**src/rtl/core/lzrle_pkg.sv**
```systemverilog
// ----------------------------------------------------------------------------
// lzrle_pkg: shared types and constants of the lz/rle byte decompressor
// word formats, decode phases, command kinds and history window sizing
// ----------------------------------------------------------------------------
package lzrle_pkg;

  localparam int unsigned WinDepth  = 1024;
  localparam int unsigned WinAw     = $clog2(WinDepth);
  localparam int unsigned DistW     = WinAw + 1;
  localparam int unsigned CntW      = 15;
  localparam int unsigned ChunkLenW = 7;
  localparam int unsigned RepsW     = 9;
  localparam int unsigned ByteCntW  = 32;
  localparam int unsigned PaddrW    = 2;

  typedef enum logic [3:0] {
    PH_CMD        = 4'd0,
    PH_RUN_EXT    = 4'd1,
    PH_RUN_DATA   = 4'd2,
    PH_RUN_EMIT   = 4'd3,
    PH_COPY_DIST  = 4'd4,
    PH_COPY_EMIT  = 4'd5,
    PH_CHUNK_REPS = 4'd6,
    PH_CHUNK_DATA = 4'd7,
    PH_LIT_EXT    = 4'd8,
    PH_LIT_DATA   = 4'd9
  } phase_e;

  // two top bits of a command byte
  typedef enum logic [1:0] {
    KIND_LIT   = 2'b00,
    KIND_CHUNK = 2'b01,
    KIND_COPY  = 2'b10,
    KIND_RUN   = 2'b11
  } kind_e;

  typedef struct packed {
    logic       in_valid;
    logic [7:0] in_byte;
    logic       in_last;
  } step_in_t;

  typedef struct packed {
    logic       in_taken;
    logic       out_valid;
    logic [7:0] out_byte;
    logic       done_res;
    logic       error;
  } step_out_t;

  typedef struct packed {
    logic             we;
    logic [WinAw-1:0] waddr;
    logic [7:0]       wdata;
    logic [WinAw-1:0] raddr;
  } win_req_t;

endpackage

```
**src/rtl/core/lzrle_cfg.sv**
```systemverilog
// ----------------------------------------------------------------------------
// lzrle_cfg: configuration register file
// apb-style slave holding the expected output size
// ----------------------------------------------------------------------------
module lzrle_cfg import lzrle_pkg::*; (
  input  logic                clk_i,
  input  logic                rst_ni,
  input  logic                psel,
  input  logic                penable,
  input  logic                pwrite,
  input  logic [PaddrW-1:0]   paddr,
  input  logic [31:0]         pwdata,
  output logic [31:0]         prdata,
  output logic                pready,
  output logic [ByteCntW-1:0] output_size_o
);

  logic [ByteCntW-1:0] osize_q, osize_d;
  logic                wr_en;

  // single register: every byte offset maps to it
  assign wr_en   = psel && penable && pwrite && pready;
  assign pready  = 1'b1;
  assign osize_d = wr_en ? pwdata : osize_q;
  assign prdata  = (paddr[PaddrW-1:0] == '0 || 1'b1) ? osize_q : '0;
  assign output_size_o = osize_q;

  always_ff @(posedge clk_i or negedge rst_ni) begin
    if (!rst_ni) begin
      osize_q <= '0;
    end else begin
      osize_q <= osize_d;
    end
  end

endmodule

```
**config.mk**
```make
export PLATFORM = sky130hd
export DESIGN_NAME = lzrle_cfg
export DESIGN_NICKNAME = d
export VERILOG_FILES = /design/src/rtl/core/lzrle_pkg.sv /design/src/rtl/core/lzrle_cfg.sv
export SDC_FILE = /design/constraint.sdc
export NUM_CORES = 1
export LEC_CHECK = 0
export BUFFER_PORTS_ARGS = -buffer_cell sky130_fd_sc_hd__buf_2
export CAP_MARGIN = 20
export CORE_MARGIN = 8
export CORE_UTILIZATION = 45
export DETAILED_ROUTE_END_ITERATION = 12
export GPL_ROUTABILITY_DRIVEN = 0
export GPL_TIMING_DRIVEN = 0
export PLACE_DENSITY = 0.85
export SETUP_SLACK_MARGIN = 0.2
export SLEW_MARGIN = 20
export SYNTH_ARGS = -nofsm -noshare
export SYNTH_HDL_FRONTEND = slang
export SYNTH_SLANG_ARGS = --single-unit
```
**constraint.sdc**
```tcl
create_clock -name clk_i -period 1.3 [get_ports clk_i]
set_input_delay 0.13 -clock clk_i [delete_from_list [all_inputs] [get_ports clk_i]]
set_output_delay 0.13 -clock clk_i [all_outputs]
set_load 0.05 [all_outputs]
```
# Word level (Yosys, flattened, before mapping)
# Index checks and enable logic that the tools add are counted.
# totals
latchBits	0
inputBits	39
wordCells	3
output_inout_bits	65
ram_bits	0
memories	0
romBits	0
register_bits	32
# op_classes
mux	0
n_shift	0
eq_ne	0
add_sub_neg	0
div	0
n_reduce_logical	2
multipliers	0
n_bitwise	0
n_lt_le_gt_ge	0
# op_table
op	n
1-bit logical AND	2

# Longest topological paths before layout
# logic_depth
word_depth	2
depth_mapped	3
mapped_depth_nobuf	2

# Worst setup path before layout
# OpenSTA, ideal clock, no wires.
# synth_path
kind	register to output
startpoint	register osize_q[0], in the netlist output_size_o[0]
endpoint	output port prdata[0]
setup_slack_ns	0.266
path_stages_with_launch	2
arrival_time_ns	0.904
path_buffers	1
cell_sequence	dfrtp_1 -> buf_4
# synth_rtl
item	line	rtl
start, declared	lzrle_cfg.sv:18	logic [ByteCntW-1:0] osize_q, osize_d;
start signal, assigned	lzrle_cfg.sv:32	osize_q <= osize_d;
end, declared	lzrle_cfg.sv:13	output logic [31:0] prdata,
# No word-level cell between the ends.

# Worst setup path after layout
# layout_path
startpoint	register osize_q[31], in the netlist output_size_o[31]
endpoint	output port prdata[31]
# No word-level cell between the ends.

==> run metrics <==
outcome=complete, no violations; Power Density=1850 mW/mm^2; drt drc=0; fin nets=265; distinct cell type count after synthesis=7; grt ovf=0; CTS HTree Levels=2; Antenna Violating Nets Remaining=0; Worst setup EP type=output port; Hold Vio Cnt, Final=0; Max clock buf depth=2; Async SR Flop Fraction=1.00; DIE AREA=0.00563 mm^2; CTS sink count=32; CP Max Fanout=3; largest net degree at the start of global routing=33; CP required=1170 ps; number of antenna diodes=0; CP top delay family=flip-flops; peak supply drop=0.00105 V; Final period util=0.917; wire length per cell=20.5 um; num ports=104; initial antenna violation count=0; clock latency on the worst-skew pair=310 ps; vias in the first global route=1332; Crit-path slowest cell=dfrtp_2; Buf/Inv on CP=2; Max Slew Vio Count=0; Yosys reg bits=32; warnings from Yosys=0; synthesized cell area=0.00157 mm^2; PortBufs=100; routed wire length=5.59 mm; CP Class=reg2out; count leader, synth=buf_4; Synth top cells by count=33 x buf_4, 32 x dfrtp_1, 30 x mux2_4; clock transition at the registers of the reported paths=110 ps; highest clock rate=0.839 GHz; RSZ-0062 raised after global routing=yes; Primary FF master, synth=dfrtp_1; vias per cell=4.61; Die Width=75.1 um; Syn Inst Count=102; Final Skew=0 ps; DP Area=0.00213 mm^2; WP data arrival=1060 ps; first-pass GRT wire length=7.19 mm; final setup fails=0; placement row count=21; Finished Cell Area=0.00294 mm^2; sequential-to-total area share from yosys stat=0.510; Final Critical Period=1190 ps; CP cell instances=buf_6 > buf_8; Initial Util=0.470; CTS buffer count=5; All-Layer GR Usage=0.174; Final TNS setup=0 ps; routed vias=1254; Die Ht=75.1 um; Mean Syn Cell Area=15.4 um^2; clk root buf=clkbuf_4; area grow syn2layout=87.3%; maxcap violations=0; share of cells above drive strength 1=0.854; HP Class=in2reg; Initial DRT Pass Iterations=2; Worst-Margin Slew=707 ps; CTS tree=yes; Slew headroom=0.529; DPL Wire Length=2.97 mm; Synth area leader=dfrtp_1; nature of the critical path startpoint=flop; Slowest Stage Delay on Critical Path=460 ps; share of the synthesized area in the top cell type=0.510; DRT iter0 DRCs=24; leakage=1.57 nW; Core Area=0.00334 mm^2; synth top area cells=dfrtp_1 51%, mux2_4 29%, buf_4 16%, buf_6 2.2%, mux2_2 1.4%; max reg flops=32; Post-synth EDFFs=0; syn nets=141; Pwr Total=5.44 mW
==> power by group <==
group	switching [mW]	total [mW]	leakage (nW)	internal, mW
logic	1.88	3.48	1.16	1.60
clock network	0.321	0.520	0.0281	0.199
registers	0.250	1.44	0.377	1.19
==> final timing paths <==
check | from | to | slack (ps) | cells past startpoint
max | output_size_o[31] | prdata[31] | 110 | 2
min | pwdata[11] | output_size_o[11] | 30 | 2
max reg2reg | output_size_o[27] | output_size_o[27] | 240 | 3
min reg2reg | output_size_o[3] | output_size_o[3] | 600 | 1
max in group asynchronous | rst_ni | output_size_o[29] | 430 | 2
min in group asynchronous | rst_ni | output_size_o[24] | 370 | 2
==> final cells by class <==
type	count	area, um^2
timing repair buffer	117	1140
sequential	32	803
multi-input combinational	34	487
buffer	36	402
fill	145	398
tap	46	57.6
clock buffer	6	41.3
clock inverter	1	5.00
==> cell usage in the layout (no fill, tap or decap) <==
cell	count
clkbuf_1	1
clkinv_2	1
conb_1	1
buf_6	65
dfrtp_1	30
buf_4	19
buf_2	36
clkbuf_4	5
buf_8	32
mux2_2	2
mux2_4	30
dfrtp_2	2
dlygate4sd3_1	1
nand3_2	1
==> logic make-up (layout without fill, tap and decap cells) <==
| logic type | after synthesis | count (layout) | synth area share |
|---|---|---|---|
| AND/OR/NAND/NOR | 1 | 1 | 0.00638 |
| buffers and inverters | 36 | 160 | 0.179 |
| multiplexers | 32 | 32 | 0.301 |
| flip-flops | 32 | 32 | 0.510 |
| other | 1 | 1 | 0.00239 |
==> per-stage QoR <==
step                setup slack (ps)  utilization  hold slack [ps]  cells
finish                           109        0.881             29.7    272
global route                    69.6        0.881             8.12    272
CTS                              133        0.832             20.1    266
detailed placement               281        0.637              219    248
global placement                 285        0.637              208    248
floorplan                        266            -             -166    102
==> timing repair <==
action | 4_1_cts | 5_1_grt
hold buffers | 1 | 0
setup buffers | 10 | 6
endpoints found under the hold margin | 32 | 0
resized for setup | 159 | 34
endpoints found under the setup margin | 64 | 62
==> worst reg2reg max path, delay by kind of cell (launching register included) <==
kind	cells	cell delay [ps]
buffers and inverters	2	270
DFF	1	430
muxes	1	250
==> layer usage <==
metal,vias up,GRT usage,part of all wire,wire (um)
li1,551,-,-,-
met1,626,0.175,0.34,1910
met2,69,0.314,0.53,2970
met3,8,0.0732,0.11,618
met4,0,0.0565,0.016,89
met5,-,0,0,0
Power figures use the tool's default switching activity.
