**src/rtl/core/lzrle_pkg.sv**
```systemverilog
// ----------------------------------------------------------------------------
// lzrle_pkg: shared types and constants of the lz/rle byte decompressor
// word formats, decode phases, command kinds and history window sizing
// ----------------------------------------------------------------------------
package lzrle_pkg;

  localparam int unsigned WinDepth  = 1024;
  localparam int unsigned WinAw     = $clog2(WinDepth);
  localparam int unsigned DistW     = WinAw + 1;
  localparam int unsigned CntW      = 15;
  localparam int unsigned ChunkLenW = 7;
  localparam int unsigned RepsW     = 9;
  localparam int unsigned ByteCntW  = 32;
  localparam int unsigned PaddrW    = 2;

  typedef enum logic [3:0] {
    PH_CMD        = 4'd0,
    PH_RUN_EXT    = 4'd1,
    PH_RUN_DATA   = 4'd2,
    PH_RUN_EMIT   = 4'd3,
    PH_COPY_DIST  = 4'd4,
    PH_COPY_EMIT  = 4'd5,
    PH_CHUNK_REPS = 4'd6,
    PH_CHUNK_DATA = 4'd7,
    PH_LIT_EXT    = 4'd8,
    PH_LIT_DATA   = 4'd9
  } phase_e;

  // two top bits of a command byte
  typedef enum logic [1:0] {
    KIND_LIT   = 2'b00,
    KIND_CHUNK = 2'b01,
    KIND_COPY  = 2'b10,
    KIND_RUN   = 2'b11
  } kind_e;

  typedef struct packed {
    logic       in_valid;
    logic [7:0] in_byte;
    logic       in_last;
  } step_in_t;

  typedef struct packed {
    logic       in_taken;
    logic       out_valid;
    logic [7:0] out_byte;
    logic       done_res;
    logic       error;
  } step_out_t;

  typedef struct packed {
    logic             we;
    logic [WinAw-1:0] waddr;
    logic [7:0]       wdata;
    logic [WinAw-1:0] raddr;
  } win_req_t;

endpackage

```
**src/rtl/core/lzrle_core.sv**
```systemverilog
// ----------------------------------------------------------------------------
// lzrle_core: decode state machine
// one decode step per enable, window write and next-step read prefetch
// ----------------------------------------------------------------------------
module lzrle_core import lzrle_pkg::*; (
  input  logic                clk_i,
  input  logic                rst_ni,
  input  logic                step_en_i,
  input  step_in_t            step_i,
  input  logic [ByteCntW-1:0] output_size_i,
  input  logic [7:0]          win_rdata_i,
  output win_req_t            win_req_o,
  output step_out_t           result_o
);

  phase_e                 ph_q, ph_d;
  logic [ByteCntW-1:0]    bw_q, bw_d;
  logic [7:0]             cmd_q, cmd_d;
  logic [CntW-1:0]        remain_q, remain_d;
  logic [DistW-1:0]       dist_q, dist_d;
  logic [7:0]             fill_q, fill_d;
  logic [ChunkLenW-1:0]   clen_q, clen_d;
  logic [RepsW-1:0]       reps_q, reps_d;
  logic                   ended_q, ended_d;
  logic                   fin_q, fin_d;
  logic                   err_q, err_d;

  logic                   active, needs_input;
  logic                   finish_now, err_now, emit_now, take_now, lit_now, put;
  logic [7:0]             emit_val, put_val, b;
  logic [DistW-1:0]       copy_dist_raw;
  logic [CntW-1:0]        chunk_copy_len;
  logic [ByteCntW-1:0]    bw_inc, rd_diff;

  assign b           = step_i.in_byte;
  assign active      = !fin_q && !err_q;
  assign needs_input = (ph_q != PH_RUN_EMIT) && (ph_q != PH_COPY_EMIT);
  assign finish_now  = active && (ph_q == PH_CMD) && (bw_q >= output_size_i);
  assign err_now     = active && !finish_now && needs_input && ended_q;
  assign emit_now    = active && !finish_now && !needs_input;
  assign take_now    = active && !finish_now && needs_input && !ended_q && step_i.in_valid;
  assign lit_now     = take_now && ((ph_q == PH_CHUNK_DATA) || (ph_q == PH_LIT_DATA));
  assign put         = emit_now || lit_now;

  assign emit_val = (ph_q == PH_COPY_EMIT) ? ((dist_q == '0) ? 8'h00 : win_rdata_i) : fill_q;
  assign put_val  = emit_now ? emit_val : b;
  assign bw_inc   = bw_q + ByteCntW'(1);

  assign copy_dist_raw  = DistW'({cmd_q[1:0], b}) + DistW'(1);
  assign chunk_copy_len = CntW'(8'(reps_q - RepsW'(1))) * CntW'(clen_q);

  // next state
  always_comb begin
    ph_d     = ph_q;
    bw_d     = bw_q;
    cmd_d    = cmd_q;
    remain_d = remain_q;
    dist_d   = dist_q;
    fill_d   = fill_q;
    clen_d   = clen_q;
    reps_d   = reps_q;
    ended_d  = ended_q;
    fin_d    = fin_q;
    err_d    = err_q;
    if (step_en_i) begin
      if (finish_now) begin
        fin_d = 1'b1;
      end else if (err_now) begin
        err_d = 1'b1;
      end else if (emit_now) begin
        bw_d     = bw_inc;
        remain_d = remain_q - CntW'(1);
        if (remain_q == CntW'(1)) begin
          ph_d = PH_CMD;
        end
      end else if (take_now) begin
        if (step_i.in_last) begin
          ended_d = 1'b1;
        end
        case (ph_q)
          PH_CMD: begin
            cmd_d = b;
            case (kind_e'(b[7:6]))
              KIND_RUN: begin
                remain_d = CntW'(b[4:0]) + CntW'(2);
                ph_d     = b[5] ? PH_RUN_EXT : PH_RUN_DATA;
              end
              KIND_COPY: begin
                remain_d = CntW'(b[5:2]) + CntW'(2);
                ph_d     = PH_COPY_DIST;
              end
              KIND_CHUNK: begin
                clen_d = ChunkLenW'(b[5:0]) + ChunkLenW'(2);
                ph_d   = PH_CHUNK_REPS;
              end
              default: begin
                remain_d = CntW'(b[4:0]) + CntW'(1);
                ph_d     = b[5] ? PH_LIT_EXT : PH_LIT_DATA;
              end
            endcase
          end
          PH_RUN_EXT: begin
            remain_d = remain_q + CntW'({b, 5'b0});
            ph_d     = PH_RUN_DATA;
          end
          PH_RUN_DATA: begin
            fill_d = b;
            ph_d   = PH_RUN_EMIT;
          end
          PH_COPY_DIST: begin
            // a copy reaching before the first byte yields zeros
            dist_d = (ByteCntW'(copy_dist_raw) > bw_q) ? '0 : copy_dist_raw;
            ph_d   = PH_COPY_EMIT;
          end
          PH_CHUNK_REPS: begin
            reps_d   = RepsW'(b) + RepsW'(1);
            remain_d = CntW'(clen_q);
            ph_d     = PH_CHUNK_DATA;
          end
          PH_LIT_EXT: begin
            remain_d = remain_q + CntW'({b, 5'b0});
            ph_d     = PH_LIT_DATA;
          end
          PH_CHUNK_DATA, PH_LIT_DATA: begin
            bw_d     = bw_inc;
            remain_d = remain_q - CntW'(1);
            if (remain_q == CntW'(1)) begin
              ph_d = PH_CMD;
              if ((ph_q == PH_CHUNK_DATA) && (reps_q > RepsW'(1))) begin
                remain_d = chunk_copy_len;
                dist_d   = (ByteCntW'(clen_q) > bw_inc) ? '0 : DistW'(clen_q);
                ph_d     = PH_COPY_EMIT;
              end
            end
          end
          default: ;
        endcase
      end
    end
  end

  // step result and window access
  always_comb begin
    result_o.in_taken  = take_now;
    result_o.out_valid = put;
    result_o.out_byte  = put ? put_val : 8'h00;
    result_o.done_res  = fin_d;
    result_o.error     = err_d;
  end

  // prefetch the byte the next step would copy
  assign rd_diff         = bw_d - ByteCntW'(dist_d);
  assign win_req_o.we    = step_en_i && put;
  assign win_req_o.waddr = bw_q[WinAw-1:0];
  assign win_req_o.wdata = put_val;
  assign win_req_o.raddr = rd_diff[WinAw-1:0];

  always_ff @(posedge clk_i or negedge rst_ni) begin
    if (!rst_ni) begin
      ph_q     <= PH_CMD;
      bw_q     <= '0;
      cmd_q    <= '0;
      remain_q <= '0;
      dist_q   <= '0;
      fill_q   <= '0;
      clen_q   <= '0;
      reps_q   <= '0;
      ended_q  <= 1'b0;
      fin_q    <= 1'b0;
      err_q    <= 1'b0;
    end else begin
      ph_q     <= ph_d;
      bw_q     <= bw_d;
      cmd_q    <= cmd_d;
      remain_q <= remain_d;
      dist_q   <= dist_d;
      fill_q   <= fill_d;
      clen_q   <= clen_d;
      reps_q   <= reps_d;
      ended_q  <= ended_d;
      fin_q    <= fin_d;
      err_q    <= err_d;
    end
  end

endmodule

```
**config.mk**
```make
export PLATFORM = sky130hd
export DESIGN_NAME = lzrle_core
export DESIGN_NICKNAME = d
export VERILOG_FILES = /design/src/rtl/core/lzrle_pkg.sv /design/src/rtl/core/lzrle_core.sv
export SDC_FILE = /design/constraint.sdc
export NUM_CORES = 1
export LEC_CHECK = 0
export ABC_CLOCK_PERIOD_IN_PS = 8200
export CAP_MARGIN = 15
export CORE_MARGIN = 2
export CORE_UTILIZATION = 50
export CTS_CLUSTER_SIZE = 12
export DETAILED_ROUTE_END_ITERATION = 10
export DONT_BUFFER_PORTS = 1
export HOLD_SLACK_MARGIN = 0.1
export SLEW_MARGIN = 30
export SYNTH_ARGS = -nofsm -noshare
export SYNTH_HDL_FRONTEND = slang
export SYNTH_SLANG_ARGS = --single-unit
```
**constraint.sdc**
```tcl
create_clock -name clk_i -period 8.2 [get_ports clk_i]
set_input_delay 0.41 -clock clk_i [delete_from_list [all_inputs] [get_ports clk_i]]
set_output_delay 0.41 -clock clk_i [all_outputs]
set_load 0.03 [all_outputs]
```
Word-level counts from Yosys, hierarchy flattened
Index checks and enable logic that the tools add are counted.

cells by class
  add/sub/neg operators = 11
  multiply operators = 1
  order comparisons = 4
  equality and inequality tests = 17
  multiplexer cells = 40
  bitwise logic cells = 3
  reduce and logical (&&, ||, !) cells = 34

operators by type and width
  operator               number
  $mux 32                6
  $mux 11                8
  $mux 15                4
  $pmux 15 s4            1
  $pmux 15 s3            1
  $add 32x1->32 const B  1
  $ge 32x32->1           1
  $gt 11x32->1           1
  $gt 7x32->1            1
  $mux 8                 4
  $reduce_and 6->1       5
  $pmux 4 s7             1
  $pmux 11 s2            1
  $eq 4x3->1 const B     4
  $mux 4                 4
  $add 15x13->15         1
  $eq 15x1->1 const B    1
  $mul 8x7->15           1
  $sub 15x1->15 const B  1
  $reduce_and 7->1       2
  $logic_and 1x1->1      13
  $pmux 4 s3             1
  $add 10x1->11 const B  1
  $logic_not 11->1       1
  30 further kinds       45

word-level totals
  register bits = 91
  input bits = 53
  output and inout port bits = 41
  logic and storage cells = 121

Longest topological paths before layout
Gate-level depths: netlist of run 1.

  depth after elaboration = 15
  depth in mapped cells = 25

Worst setup path before layout of run 1
Ideal clock, no wire load.

  kind = input -> output
  start point = input step_i[6] in the netlist's numbering
  end point = output win_req_o[8] in the netlist's numbering
  data arrival time = 4.678 ns
  slack = 3.112 ns
  cell stages on the path = 25
  path buffers = 2
  path through = clkbuf_1 and4_1 and3_1 xnor2_1 inv_1 ha_1 nand3_1 nor4_1 nor3_1 o211ai_1 and4_1 clkbuf_1 nand3_1 o21ai_0 a21o_1 ha_1 fa_1 nor2b_1 o21ai_0 a21boi_0 o21ai_0 nand2b_1 a21o_1 a21oi_1 xnor2_1

RTL lines
  what         line              text
  from (decl)  lzrle_core.sv:9   input step_in_t step_i,
  to (decl)    lzrle_core.sv:12  output win_req_t win_req_o,

==> impl_metrics.json, run 1 <==
{
  "clockBufferDepth": 2,
  "cts_setup_buffers": 0,
  "regArea_um2": 2280,
  "die_area_um2": 21000,
  "diodes": 0,
  "fin_skew_ns": 0.00992,
  "syn-cell-area_um2": 9910,
  "clock_latency_ns": 0.36,
  "dpl_cell_area_um2": 9970,
  "chipHeight_um": 145,
  "synth_edf_count": 0,
  "cts_made_buffers": 9,
  "ys_async_sr_fraction_pct": 100,
  "cts_sinks": 91,
  "h-tree-depth": 3,
  "drtIter0Drc": 459,
  "relSlewSlack_pct": 29.0,
  "cts-root-buf": "clkbuf_16",
  "io_buffer_count": 0,
  "wire_per_inst_um": 18.5,
  "hold_viol": 0,
  "clock.fmax_mhz": 159,
  "grtUsageTotal_pct": 25.8,
  "slew_violations": 0,
  "required_ns": 7.79,
  "power_mw": 0.960,
  "io_pins": 94,
  "setup_slack_ns": 1.90,
  "crit_arrival_ns": 5.89,
  "synth-seq-cells": 91,
  "leakage_nw": 4.96,
  "path_clk_slew_ns": 0.06,
  "yosys_warnings": 0,
  "syn_inst": 1186,
  "fin_nets": 1341,
  "vias": 8396,
  "pwr_density_cell_nw_per_um2": 93.0,
  "run_status": "complete, no violations",
  "fin_area_um2": 10300,
  "core.rowCount": 51,
  "avgSynthCellArea_um2": 8.36,
  "drcViolationCount": 0,
  "core_um2": 19500,
  "cts_tree": "yes",
  "period_share_pct": 76.8,
  "antenna_found_initial": 0,
  "yosys_most_used_dff": "dfrtp_1",
  "maxCapViolCount": 0,
  "grt_setup_unrepaired": "no",
  "grt-ovfl-total": 0,
  "fill_cells": 1926,
  "setup_tns_ns": 0,
  "period_needed_ns": 6.30,
  "detailed_place_hpwl_mm": 20.3,
  "worstSetupStartpointType": "flop",
  "syn-num-nets": 1382,
  "critPathMaxFanout": 22,
  "area_growth_pct": 4.10,
  "wl_mm": 26.2,
  "firstDrtPassIters": 5,
  "drive_gt1_share_pct": 6.01,
  "tightest_slew_ns": 1.05,
  "grt_pass1_wl_mm": 42.0,
  "irDropWorstVdd_mv": 0.101,
  "die_x_um": 145,
  "multi_input_area_um2": 6920,
  "synth_cell_types": 72,
  "min_path_type": "in2reg",
  "grt_start_max_net_pins": 92,
  "start_util_pct": 50.9,
  "setup_viol": 0,
  "yosysSeqAreaShare_pct": 23.0,
  "gp_congestion": 0.886,
  "avgViaCountPerCell": 5.94,
  "endpoint_kind": "output pin",
  "grt_pass1_vias": 8006,
  "critical_path_class": "reg2out",
  "ant_nets": 0,
  "dp_slack_ns": 2.32
}
[critical path: stages, from the launching register on]
cell and delay (ns):
dfrtp_1 0.76, and3b_1 0.27, o21ai_1 0.49, o21ai_0 0.25, nand2_1 0.34, clkinv_1 0.72
xnor2_1 0.47, inv_1 0.08, ha_1 0.23, fa_1 0.40, nor2b_1 0.13, o21ai_0 0.12
a21boi_0 0.27, o21ai_0 0.12, nand2b_1 0.11, a21o_1 0.12, a21oi_1 0.07, xnor2_1 0.58
[where the power goes]
| group | leakage [nW] | switching (mW) | internal (mW) |
|---|---|---|---|
| combinational | 3.62 | 0.0464 | 0.0260 |
| sequential | 1.19 | 0 | 0.449 |
| clock | 0.148 | 0.192 | 0.247 |
[cell usage after synthesis (10+ instances only)]
cell	instances	area share, %
nand2_1	121	4.6
inv_1	117	4.4
ha_1	112	14
dfrtp_1	91	23
nor2_1	70	2.7
xnor2_1	63	5.6
a21oi_1	62	3.1
o21ai_0	62	3.1
nand3_1	33	1.7
and2_1	32	2.0
fa_1	31	6.3
nor3_1	31	1.6
mux2_2	30	3.4
clkbuf_1	27	1.0
xor2_1	26	2.3
a21o_1	18	1.4
nor4_1	17	1.1
buf_4	16	1.2
nand4_1	16	1.0
nor2b_1	16	1.0
nand2b_1	13	0.82
or3_1	11	0.69
and3_1	10	0.63
[area by class of cell]
| cell class | instances | share of cell area (%) |
|---|---|---|
| Multi-Input combinational cell | 921 | 67.0 |
| Sequential cell | 91 | 22.1 |
| Inverter | 119 | 4.33 |
| Tap cell | 265 | 3.21 |
| Clock buffer | 11 | 2.35 |
| Clock inverter | 4 | 0.570 |
| Timing Repair Buffer | 3 | 0.436 |
[registers in the layout, summed over array words and instances (netlist names)]
name	cells
bw_q	32
remain_q	15
dist_q	11
reps_q	9
fill_q	8
clen_q	7
ph_q	4
cmd_q	2
ended_q	1
err_q	1
fin_q	1
[stage by stage]
| step | hold slack (ns) | util, % | cells |
|---|---|---|---|
| after global routing | 0.143 | 53.0 | 1414 |
| after floorplan | 0.114 | - | 1186 |
| after CTS | 0.146 | 53.0 | 1414 |
| after global placement | 0.117 | 51.2 | 1397 |
| final | 0.157 | 53.0 | 1414 |
| after detailed placement | 0.116 | 51.2 | 1397 |
[logic make-up after synthesis]
group                      count (synthesis)  share of synthesized area (%)
and+or+nand+nor                          407                           20.9
AOI/OAI and AO/OA                        244                           16.3
buffers and inverters                    174                           7.45
adders and majority gates                143                           20.4
DFF                                       91                           23.0
xor gates and xnor gates                  89                           7.86
muxes                                     38                           4.22
[metal layers]
metal	vias up	part of all wire, %	global-route usage (%)	routed length (um)
met3	47	3.9	4.24	1030
li1	4067	-	-	-
met5	-	0	0	0
met2	194	50	45.0	13000
met4	0	3.1	9.61	805
met1	4088	43	32.2	11400
[layout by cell type (no fill, tap or decap), types with 8 or more instances in the layout]
| cell type | n |
|---|---|
| xnor2_1 | 63 |
| a211oi_1 | 9 |
| nor4_1 | 16 |
| clkbuf_16 | 9 |
| nand2_1 | 121 |
| nand4_1 | 16 |
| nand2b_1 | 13 |
| a22oi_1 | 9 |
| dfrtp_1 | 91 |
| xor2_1 | 26 |
| a21o_1 | 18 |
| a21oi_1 | 62 |
| mux2i_1 | 8 |
| inv_1 | 117 |
| or3_1 | 11 |
| nor2_1 | 70 |
| or2_2 | 9 |
| and2_1 | 32 |
| fa_1 | 31 |
| nand3_1 | 33 |
| mux2_2 | 30 |
| o21ai_0 | 60 |
| ha_1 | 112 |
| nor2b_1 | 16 |
| and3_1 | 10 |
| nor3_1 | 31 |
[path summary, 6_finish.rpt]
kind,start,to,slack (ns),cells past startpoint
max in group asynchronous,rst_ni,bw_q[28],7.18,2
worst max-delay path,ph_q[3],win_req_o[8],1.90,17
worst min-delay path,step_i[1],reps_q[0],0.16,1
min in group asynchronous,rst_ni,fill_q[4],0.60,2
worst min register to register,remain_q[14],remain_q[14],0.51,1
worst max register to register,reps_q[0],remain_q[14],2.61,18
[repair_timing]
action,4_1_cts,5_1_grt
hold buffers,2,0
endpoints found under the hold margin,91,0
resized for setup,0,0
No activity file was read; power rests on OpenSTA's default activity.
==> run 2, diff against run 1 <==
--- a/config.mk
+++ b/config.mk
@@ -5,7 +5,7 @@
 export SDC_FILE = /design/constraint.sdc
 export NUM_CORES = 1
 export LEC_CHECK = 0
-export ABC_CLOCK_PERIOD_IN_PS = 8200
+export ABC_CLOCK_PERIOD_IN_PS = 5400
 export CAP_MARGIN = 15
 export CORE_MARGIN = 2
 export CORE_UTILIZATION = 50
@@ -13,6 +13,7 @@
 export DETAILED_ROUTE_END_ITERATION = 10
 export DONT_BUFFER_PORTS = 1
 export HOLD_SLACK_MARGIN = 0.1
+export PLACE_DENSITY = 0.68
 export SLEW_MARGIN = 30
 export SYNTH_ARGS = -nofsm -noshare
 export SYNTH_HDL_FRONTEND = slang
==> constraint.sdc (replaced) <==
create_clock -name clk_i -period 5.4 [get_ports clk_i]
set_input_delay 0.27 -clock clk_i [delete_from_list [all_inputs] [get_ports clk_i]]
set_output_delay 0.27 -clock clk_i [all_outputs]
set_load 0.03 [all_outputs]
==> run 2 against run 1 <==
Cell area up 5.6%. Cell count up 4.5%. Power up 53%. Setup slack worse by 1.6 ns. Highest routed layer unchanged. Largest cell class unchanged.
==> impl_metrics.json, run 2 (synthesis results as in run 1) <==
{
  "grt_start_max_net_pins": 92,
  "cpLargestDelayFamily": "compound AO/OA/AOI/OAI gates",
  "core_um2": 19500,
  "tightest_slew_ns": 0.984,
  "clockBufferDepth": 2,
  "die_area_um2": 21000,
  "wl_mm": 26.5,
  "drtIter0Drc": 567,
  "regArea_um2": 2280,
  "power_mw": 1.47,
  "drcViolationCount": 0,
  "detailed_place_hpwl_mm": 20.1,
  "cts_made_buffers": 9,
  "chipHeight_um": 145,
  "grt_setup_unrepaired": "no",
  "fin_nets": 1403,
  "layoutNonFillerInstCount": 1478,
  "grtUsageTotal_pct": 25.7,
  "largest_reg_flops": 32,
  "io_pins": 94,
  "ant_nets": 0,
  "pwr_density_cell_nw_per_um2": 135,
  "multi_input_area_um2": 7000,
  "min_path_cells": 2,
  "core.rowCount": 51,
  "required_ns": 5.13,
  "start_util_pct": 50.9,
  "avgViaCountPerCell": 5.87,
  "period_needed_ns": 5.14,
  "crit_arrival_ns": 4.87,
  "setup_viol": 0,
  "cpPeakStageDelay_ns": 0.47,
  "maxCapViolCount": 0,
  "r2r_cells": 17,
  "final_common_cell": "nand2_1",
  "min_path_type": "in2reg",
  "setup_tns_ns": 0,
  "holdWs_ns": 0.165,
  "critical_path_class": "reg2out",
  "grt-ovfl-total": 0,
  "grt_pass1_vias": 8275,
  "leakage_nw": 5.26,
  "endpoint_kind": "output pin",
  "hold_viol": 0,
  "area_growth_pct": 9.94,
  "cts_sinks": 91,
  "critPathSlowestCell": "dfrtp_1",
  "cp_cell_sequence": "and4_1 -> nand4b_1 -> buf_4 -> nor3_1 -> mux2_2 -> o21ai_0 -> nand2_1 -> o311a_2 -> a211o_1 -> fa_2 -> nor2b_2 -> o21ai_2 -> a21boi_2 -> o21ai_0 -> nand2b_1 -> a21o_1 -> a21oi_1 -> xnor2_1 -> buf_4",
  "dp_cells": 1442,
  "period_share_pct": 95.2,
  "drive_gt1_share_pct": 12.0,
  "most-common-layout-cells": "121 x nand2_1, 114 x inv_1, 110 x ha_1, 87 x dfrtp_1, 70 x nor2_1",
  "firstDrtPassIters": 5,
  "antenna_found_initial": 1,
  "worstSetupStartpointType": "flop",
  "run_status": "complete, no violations",
  "irDropWorstVdd_mv": 0.161,
  "cp_num_buf_inv": 2,
  "clock_latency_ns": 0.36,
  "reg_top3": "bw_q: 32 flops, remain_q: 15 flops, dist_q: 11 flops",
  "wire_per_inst_um": 17.9,
  "gp_congestion": 0.896,
  "top_register": "bw_q",
  "vias": 8671,
  "die_x_um": 145,
  "grt_pass1_wl_mm": 42.3,
  "io_buffer_count": 0,
  "cp.depth": 19,
  "path_clk_slew_ns": 0.07,
  "h-tree-depth": 3,
  "cts_tree": "yes",
  "clock.fmax_mhz": 195,
  "fin_skew_ns": 0.00700,
  "slew_violations": 0,
  "cts-root-buf": "clkbuf_16",
  "critPathMaxFanout": 8,
  "relSlewSlack_pct": 33.7,
  "fill_cells": 1762
}
-- run 2: final timing paths --
path                            from           end  slack, ns
setup / recovery             bw_q[6]  win_req_o[8]       0.26
hold / removal             step_i[6]     clen_q[5]       0.17
setup reg to reg           reps_q[2]  remain_q[14]       0.27
hold reg to reg              ended_q       ended_q       0.47
max in group asynchronous     rst_ni       bw_q[3]       4.50
min in group asynchronous     rst_ni       ph_q[1]       0.47
-- run 2: timing repair --
item / CTS / global route
endpoints found under the hold margin: 105 / 0
gates cloned: 0 / 1
hold buffers: 11 / 0
buffers inserted: 0 / 7
pin swaps: 0 / 8
resized for setup: 1 / 31
setup endpoints to repair: 1 / 10
-- run 2: where the power goes --
| part | leakage (nW) | internal (mW) | switching [mW] |
|---|---|---|---|
| Sequential | 1.19 | 0.681 | 0 |
| Clock | 0.142 | 0.374 | 0.291 |
| Combinational | 3.93 | 0.0480 | 0.0746 |
-- run 2: final cells by class --
| type | instances | share of cell area (%) |
|---|---|---|
| antenna | 1 | 0.0230 |
| multi-input combinational | 922 | 64.2 |
| clock inverter | 5 | 0.574 |
| timing repair buffer | 64 | 4.92 |
| inverter | 119 | 4.10 |
| sequential | 91 | 20.9 |
| clock buffer | 11 | 2.23 |
| tap | 265 | 3.04 |
-- run 2: worst register-to-register path, cell delays in order, from the launching register on --
cell	delay [ns]
dfrtp_1	0.49
nor4_1	0.40
nand2_1	0.13
xnor2_1	0.22
nand2_1	0.10
fa_1	0.49
fa_1	0.50
inv_1	0.06
fa_1	0.51
fa_1	0.49
ha_1	0.37
or3_1	0.12
o21ai_0	0.10
a211oi_1	0.30
nor3_1	0.11
or3_1	0.37
a31oi_1	0.18
a211oi_1	0.07
-- run 2: stage by stage --
stage	util, %	cell area, um2	setup WS, ns
2_1_floorplan	-	9910	0.519
3_3_place_gp	52.9	10300	0.308
3_5_place_dp	52.9	10300	0.157
4_1_cts	55.2	10800	0.0385
5_1_grt	56.0	10900	0.00298
6_report	56.0	10900	0.259
-- run 2: metal layers --
layer  up-vias  GRT usage (%)  part of all wire [%]
met3        42           5.69                   7.6
met2       329           40.7                    45
met5         -              0                     0
met4         0           6.08                   1.5
met1      4110           35.8                    46
li1       4190              -                     -
==> run 3, diff against run 2 <==
--- a/config.mk
+++ b/config.mk
@@ -9,11 +9,11 @@
 export CAP_MARGIN = 15
 export CORE_MARGIN = 2
 export CORE_UTILIZATION = 50
-export CTS_CLUSTER_SIZE = 12
+export CTS_CLUSTER_SIZE = 20
 export DETAILED_ROUTE_END_ITERATION = 10
 export DONT_BUFFER_PORTS = 1
 export HOLD_SLACK_MARGIN = 0.1
-export PLACE_DENSITY = 0.68
+export PLACE_DENSITY = 0.69
 export SLEW_MARGIN = 30
 export SYNTH_ARGS = -nofsm -noshare
 export SYNTH_HDL_FRONTEND = slang
==> run 3 against run 2 <==
Non-clock buffer count is 4 lower. Power hardly changed. Count of clock-buffer cells in the layout is 2 lower. Critical path depth is 1 higher.
==> impl_metrics.json, run 3 (synthesis results as in run 1) <==
{
  "final_common_cell": "nand2_1",
  "grtUsageTotal_pct": 25.3,
  "clock_latency_ns": 0.36,
  "reg_top3": "bw_q: 32 flops, remain_q: 15 flops, dist_q: 11 flops",
  "gp_congestion": 0.897,
  "h-tree-depth": 3,
  "cts-root-buf": "clkbuf_16",
  "period_needed_ns": 5.19,
  "critPathMaxFanout": 10,
  "top_register": "bw_q",
  "avgViaCountPerCell": 5.86,
  "maxCapViolCount": 0,
  "wl_mm": 25.9,
  "crit_arrival_ns": 4.92,
  "layoutNonFillerInstCount": 1473,
  "hold_viol": 0,
  "firstDrtPassIters": 8,
  "detailed_place_hpwl_mm": 19.9,
  "power_mw": 1.47,
  "relSlewSlack_pct": 32.8,
  "dp_cells": 1439,
  "irDropWorstVdd_mv": 0.148,
  "r2r_cells": 19,
  "run_status": "complete, no violations",
  "required_ns": 5.13,
  "vias": 8637,
  "holdWs_ns": 0.173,
  "io_buffer_count": 0,
  "cpPeakStageDelay_ns": 0.44,
  "fin_skew_ns": 0.00931,
  "worstSetupStartpointType": "flop",
  "cpMostUsedCell": "a21oi_1",
  "crit_path_end": "win_req_o[9]",
  "path_clk_slew_ns": 0.07,
  "largest_reg_flops": 32,
  "reg2reg_slack_ns": 0.29,
  "slew_violations": 0,
  "wire_per_inst_um": 17.6,
  "regToRegEndpoint": "remain_q[14]",
  "cts_made_buffers": 9,
  "clock.fmax_mhz": 193,
  "die_area_um2": 21000,
  "crit_start": "bw_q[0]",
  "area_growth_pct": 9.50,
  "cts_tree": "yes",
  "tightest_slew_ns": 0.998,
  "core_um2": 19500,
  "chipHeight_um": 145,
  "fin_nets": 1398,
  "min_path_type": "in2reg",
  "ant_nets": 0,
  "critPathSlowestCell": "a2111oi_4",
  "grt_pass1_vias": 8166,
  "pwr_density_cell_nw_per_um2": 135,
  "grt_start_max_net_pins": 92,
  "endpoint_kind": "output pin",
  "grt_pass1_wl_mm": 41.8,
  "core.rowCount": 51,
  "drtIter0Drc": 619,
  "die_x_um": 145,
  "critical_path_class": "reg2out",
  "final_core_util_pct": 55.8,
  "drive_gt1_share_pct": 11.6,
  "grt-ovfl-total": 0,
  "antenna_found_initial": 1,
  "drcViolationCount": 0,
  "period_share_pct": 96.1,
  "start_util_pct": 50.9,
  "most-common-layout-cells": "121 x nand2_1, 115 x inv_1, 109 x ha_1, 87 x dfrtp_1, 70 x nor2_1",
  "cp_cell_sequence": "inv_2 -> ha_1 -> nand2b_1 -> a2111oi_2 -> o21ai_1 -> a211o_2 -> a2111oi_4 -> and2_4 -> buf_8 -> a32o_1 -> a21oi_1 -> ha_1 -> or2_2 -> a21oi_1 -> a21oi_1 -> a21o_1 -> a21oi_2 -> xnor2_1 -> xnor2_1 -> buf_4",
  "io_pins": 94,
  "r2r-start": "reps_q[0]",
  "fill_cells": 1803,
  "setup_viol": 0,
  "cts_sinks": 91,
  "leakage_nw": 5.24,
  "clockBufferDepth": 2
}
[run 3: cell count changes in the layout (fill, tap and decap cells not counted), sizes merged]
cell      delta
clkinv       +1
clkbuf       -2
inv          +3
clkinvlp     -2
o311a        -1
buf          -4
[run 3: through the flow]
stage,TNS (ns),setup slack [ns],cell area [um2]
after floorplan,0,0.519,9910
after CTS,0,0.0393,10700
final,0,0.209,10900
after global routing,-0.0836,-0.0583,10900
after detailed placement,0,0.137,10300
after global placement,0,0.295,10300
[run 3: critical path, delay by kind of cell, from the launching register on]
kind	cells	cell delay (ns)
adder cells (fa/ha/maj)	2	0.54
buffers and inverters	3	0.43
flip-flops	1	0.40
AND/OR/NAND/NOR	3	0.69
XOR/XNOR	2	0.29
AO/OA/AOI/OAI	10	2.22
[run 3: power breakdown]
part / leakage [nW] / internal (mW) / switching (mW) / total, mW
registers: 1.19 / 0.681 / 0 / 0.681
logic: 3.90 / 0.0466 / 0.0734 / 0.120
clock network: 0.151 / 0.363 / 0.305 / 0.668
[run 3: routing by layer]
metal	wire length, um	up-vias	part of all wire (%)	GRT usage (%)
met5	0	-	0	0
met4	465	0	1.8	6.18
met3	1710	43	6.6	4.08
met2	11700	302	45	40.1
met1	12000	4116	46	36.2
li1	-	4176	-	-
[run 3: final cells by class]
class	count	area [um2]	share of cell area, %
multi-input cells	921	6990	64.4
flip-flops and latches	91	2280	21.0
repair buffers	60	507	4.67
inverters	119	447	4.11
well taps	265	332	3.05
clock buffers	9	225	2.07
clock inverters	7	75.1	0.691
diodes	1	2.50	0.0230
[run 3: how the worst min path moves through the flow]
stage	start	endpoint	cells past startpoint
finish	step_i[6]	clen_q[5]	2
floorplan	rst_ni	bw_q[0]	0
global placement	rst_ni	ph_q[1]	0
global route	step_i[6]	clen_q[5]	2
detailed placement	rst_ni	ended_q	0
CTS	step_i[6]	clen_q[5]	2
[run 3: what timing repair did]
action,4_1_cts,5_1_grt
buffers inserted,0,6
gates resized for setup,3,27
endpoints found under the setup margin,1,10
hold buffers,11,0
hold endpoints to repair,105,0
pin swaps,0,5
